[src/rtl/core/seg_pkg.sv]
package seg_pkg;

  // Default coordinate width
  localparam int COORD_BITS_DEF = 16;

  // Depth of the queue between front and back
  localparam int QUEUE_DEPTH = 4;

endpackage

[src/rtl/core/seg_queue.sv]
module seg_queue #(
  parameter int QW = 8,
  parameter int DEPTH = seg_pkg::QUEUE_DEPTH
) (
  input  logic          clk,
  input  logic          rst,
  input  logic          push,
  input  logic [QW-1:0] push_data,
  input  logic          pop,
  output logic          full,
  output logic          not_empty,
  output logic [QW-1:0] head
);
  import seg_pkg::*;

  localparam int AW = (DEPTH > 1) ? $clog2(DEPTH) : 1;

  logic [QW-1:0]  mem [DEPTH];
  logic [AW-1:0]  wr_ptr, rd_ptr;
  logic [AW:0]    count;

  assign full      = (count == (AW+1)'(DEPTH));
  assign not_empty = (count != '0);
  assign head      = mem[rd_ptr];

  function automatic logic [AW-1:0] bump(input logic [AW-1:0] p);
    bump = (p == AW'(DEPTH - 1)) ? '0 : p + 1'b1;
  endfunction

  // track pointers and fill count
  always_ff @(posedge clk) begin
    if (rst) begin
      wr_ptr <= '0;
      rd_ptr <= '0;
      count  <= '0;
    end else begin
      if (push) wr_ptr <= bump(wr_ptr);
      if (pop)  rd_ptr <= bump(rd_ptr);
      if (push && !pop)      count <= count + 1'b1;
      else if (pop && !push) count <= count - 1'b1;
    end
  end

  // store item
  always_ff @(posedge clk) begin
    if (push) mem[wr_ptr] <= push_data;
  end
endmodule

[config.mk]
export PLATFORM = sky130hd
export DESIGN_NAME = seg_queue
export DESIGN_NICKNAME = d
export VERILOG_FILES = /design/src/rtl/core/seg_pkg.sv /design/src/rtl/core/seg_queue.sv
export SDC_FILE = /design/constraint.sdc
export NUM_CORES = 1
export LEC_CHECK = 0
export BUFFER_PORTS_ARGS = -buffer_cell sky130_fd_sc_hd__buf_4
export CORE_ASPECT_RATIO = 1.5
export CORE_MARGIN = 2
export CORE_UTILIZATION = 31
export DETAILED_ROUTE_END_ITERATION = 8
export PLACE_DENSITY = 0.52
export SETUP_SLACK_MARGIN = 0.05
export SYNTH_ARGS = -nofsm -noshare
export SYNTH_HDL_FRONTEND = slang
export SYNTH_SLANG_ARGS = --single-unit
[constraint.sdc]
create_clock -name clk -period 2.2 [get_ports clk]
set_input_delay 0.33 -clock clk [delete_from_list [all_inputs] [get_ports clk]]
set_output_delay 0.33 -clock clk [all_outputs]
set_load 0.005 [all_outputs]
Word-level counts from Yosys, hierarchy flattened --
Memories as Yosys holds them, arrays and structs flattened. A register that Yosys moved wholly into a read port is not among the register bits. Cells that the tools add are included. W data, S select, Z words.
Operators by class: add/subtract/negate cells 4, eq/ne operators 3, multiplexer cells 8, reduce and logical (&&, ||, !) cells 6
Operators with widths (count):
- $mux W2 | 4
- $mux W3 | 2
- $add A2 B1 Y2 const B | 2
- $eq A2 B2 Y1 const B | 2
- $add A3 B1 Y3 const B | 1
- $eq A3 B3 Y1 const B | 1
- $reduce_bool A3 Y1 | 1
- $sub A3 B1 Y3 const B | 1
- $logic_and A1 B1 Y1 | 2
- $logic_not A1 Y1 | 2
- $mux W1 | 2
- $reduce_bool A2 Y1 | 1
Word-level totals: register bits 7, memory bits (writable) 32, output and inout port bits 10, word-level logic and storage cells 25, memories 1
Memories:
- mem | words 4, bits a word 8, rd ports 1, clocked after memory_dff 1, wr ports 1, RTL line seg_queue.sv:18 | logic [QW-1:0] mem [DEPTH];

Logic depth before layout (Yosys ltp) --
depth after elaboration 4, mapped depth 7, gate-level depth less buffers 7

Worst setup path after synthesis --
No wires, ideal clock.
path type input-to-reg, start point in pop, end point reg count[2], library setup time 70 ps, data arrival time 1522 ps, data required time 2130 ps, path slack 608 ps, cell stages on the path 7, path buffers 0, path through inv_1 -> ha_1 -> inv_1 -> fa_1 -> xor2_1 -> or3_1 -> a21oi_1
Between the ends: longest elaborated chain between the ends 3, elaborated cells on any way between the ends 5
Ends and longest elaborated chain:
- start, declared | RTL line seg_queue.sv:9 | input logic pop,
- $logic_not A1 Y1 | RTL line seg_queue.sv:39 | if (push && !pop) count <= count + 1'b1;
- $logic_and A1 B1 Y1 | RTL line seg_queue.sv:39
- $mux W3 or $reduce_bool A2 Y1 (tied branches)
- end signal, assigned | RTL line seg_queue.sv:39
- end signal, assigned | RTL line seg_queue.sv:40 | else if (pop && !push) count <= count - 1'b1;
- end, declared | RTL line seg_queue.sv:20 | logic [AW:0] count;
Parallel ways exist; a longest one is shown, timed or not. A chain may end at the register's enable or synchronous reset.

==> metrics.log <==
[metrics] Synth area leader: edfxtp_1
[metrics] Setup-failing EPs final: 0
[metrics] estimated wirelength of the detail-placed design: 1804 µm
[metrics] CTS hold repair buffers: 0
[metrics] total inserted antenna cells: 0
[metrics] yosys warns: 0
[metrics] final total power: approximately 1.6 mW
[metrics] CTS clk-pin slew, worst paths: 80 ps
[metrics] count of pins over their slew limit: 0
[metrics] top-level I/O count: 22
[metrics] number of DRC markers after the initial detailed-route iteration: 17
[metrics] commonest non-fill, non-tap cell in the layout: edfxtp_1
[metrics] data arrival time at the worst-slack endpoint: 1470 ps
[metrics] share of the clock period used by the worst path: 81.99%
[metrics] total CTS buffers: 5
[metrics] number of synthesized register bits: 41
[metrics] floorplan die width: approximately 63 µm
[metrics] area of the multi-input gates: roughly 430 µm²
[metrics] final wirelength: 2564 µm
[metrics] portion of synthesized cell area occupied by the leading cell type: 60.09%
[metrics] post-detailed-route via-to-cell ratio: 4.374
[metrics] total of buffers placed on input and output ports: 21
[metrics] number of nets still failing antenna checks after routing: 0
[metrics] final global-route overflow total: 0
[metrics] crit path launch type: register
[metrics] required time worst endpoint: approximately 1900 ps
[metrics] length of the first detailed-routing pass in iterations: 2
[metrics] share of post-route cells with drive strength above 1: between 30 and 40%
[metrics] number of buffers on the longest clock path: 2
[metrics] GR peak layer: met2
[metrics] status: complete, no violations
[metrics] RSZ-0062 raised after global routing: no
[metrics] final-layout fill cell count: 510
[metrics] type of the worst setup path: register to output port
[metrics] Vert. Die Dim: approximately 92 µm
[metrics] number of violations of the max-capacitance limit: 0
[metrics] total via count in the routed design: roughly 800
[metrics] area enclosed by the die boundary: 5760 µm²
[metrics] register area share after synthesis: a little under three quarters
[metrics] Max H-tree Level: 2
[metrics] Clock Tree Root: clkbuf_8
[metrics] largest net degree at the start of global routing: 13
[metrics] routing usage on met3: under 10%
[metrics] Worst slew margin: around two thirds
[metrics] routed wirelength normalized by instance count: 14.09 µm
[metrics] setup tns final: 0 ps
[metrics] standard-cell rows: 32
[metrics] path class of the lowest-slack min-delay path: input port to register
[metrics] f_max: ~0.55 GHz
[metrics] mean cell area of the mapped netlist: 18.59 µm²
[metrics] total area of sequential cells: approximately 1100 µm²
[metrics] synth unique cells: 16
[metrics] TritonCTS sink count: between 40 and 50
[metrics] Synth Cell Area: 1599 µm²
[metrics] final core utilization: 37.97%
[metrics] worst vdd ir: a little over 0.4 mV
[metrics] Min Clock Period, post-route: 1804 ps
[metrics] layout-stage area growth over the synthesis result: 19.80%
[metrics] Critical Path End Type: output port
[metrics] actual transition at the worst max-transition pin: 495.2 ps
[metrics] drc violations: 0
[metrics] met2 routing resource usage after global routing: between 10% and 20%
[metrics] Static Leak: 0.7036 nW
[metrics] cells taking the most area after synthesis: edfxtp_1, dfxtp_1, mux4_2, ha_1, mux2i_1
[metrics] Setup Buffers After CTS: 0
[metrics] Mapped Cells: between 80 and 90
[metrics] total power divided by cell area: 809.7 nW/µm²
[metrics] clock tree skew after final layout: 7.650 ps
[metrics] CTS tree: built
[metrics] final weighted congestion in routability-driven placement: ~0.62
[metrics] starting density of the core: around a third
[metrics] antenna violations before repair: 0
[metrics] wire length of the first global-routing pass: 4188 µm
[metrics] core area: just over 5000 µm²
[metrics] GRT Resource Usage Total: about a tenth
[metrics] number of nets in the synthesized netlist: 105
[metrics] latest clock arrival within the worst-skew pair: 290 ps
[metrics] met1 global-route usage: around a tenth
[metrics] final-report hold violation count: 0
[metrics] highest-count cells in the layout ignoring fill and taps: edfxtp_1, buf_4, dfxtp_1, mux4_2, nor2_1
[metrics] number of nets in the final layout: 132
[metrics] worst-path fanout max: 8
[metrics] vias in the first global route: 868
[metrics] number of gates resized after cts: 0
synthesized netlist by cell type:
master    instances
clkbuf_2          1
ha_1              6
buf_6             1
mux2i_1           4
dfxtp_1           9
o21ai_0           1
nor2_1            7
edfxtp_1         32
a21oi_1           2
xor2_1            2
or3_1             2
nor3b_1           2
mux4_2            8
inv_1             4
and2_1            4
fa_1              1
power by group:
part | total (mW) | leakage [nW] | internal (mW) | switching (mW)
sequential | 0.907 | 0.368 | 0.881 | 0.0263
combinational | 0.190 | 0.290 | 0.108 | 0.0811
clock | 0.454 | 0.0450 | 0.220 | 0.235
cells by family (layout without fill, tap and decap cells):
kind of cell | Yosys count | count (layout) | synth area share [%]
multiplexers | 12 | 12 | 13.77
XOR/XNOR | 2 | 2 | 1.096
flip-flops | 41 | 41 | 71.36
buffers and inverters | 6 | 34 | 1.956
AND/OR/NAND/NOR | 15 | 15 | 4.929
AO/OA/AOI/OAI | 3 | 3 | 0.9387
adder cells (fa/ha/maj) | 7 | 7 | 5.947
routing by layer:
metal / routed length (µm) / share of wire [%]
met1: 994 / 39
met2: 1389 / 54
met3: 124 / 4.8
met4: 55 / 2.1
met5: 0 / 0
path summary, 6_finish.rpt:
path                      from         to  slack, ps  cells after the start
setup / recovery      register    head[2]        400                      3
hold / removal    push_data[0]  mem[0][0]        240                      1
setup reg to reg      count[0]   count[2]        720                      4
hold reg to reg       count[2]   count[2]        530                      2
flip-flops by register name, summed over array words and instances, names as in the netlist, named ones only:
name	count
wr_ptr	2
rd_ptr	2
mem	32
count	3
final cells by class:
class,instances,share of cell area (%)
clock buffers,6,3.788
clock inverters,2,0.5225
inverters,4,0.7838
multi-input cells,39,22.27
flip-flops and latches,41,59.57
well taps,68,4.442
repair buffers,22,8.622
stage by stage:
stage | hold WS (ps) | std cells | area (µm²) | setup WS, ps
floorplan | 399.1 | 86 | 1599 | 608.3
global placement | 470.4 | 174 | 1833 | 445.0
detailed placement | 516.4 | 174 | 1833 | 381.2
CTS | 232.9 | 182 | 1916 | 354.5
global route | 230.2 | 182 | 1916 | 302.8
finish | 242.2 | 182 | 1916 | 396.3
worst max-delay path, cell delays in order, from the launching register on:
cell,delay (ps)
dfxtp_1,310
buf_4,200
mux4_2,530
buf_4,150
Note: power is estimated with default switching activity, not from simulation.
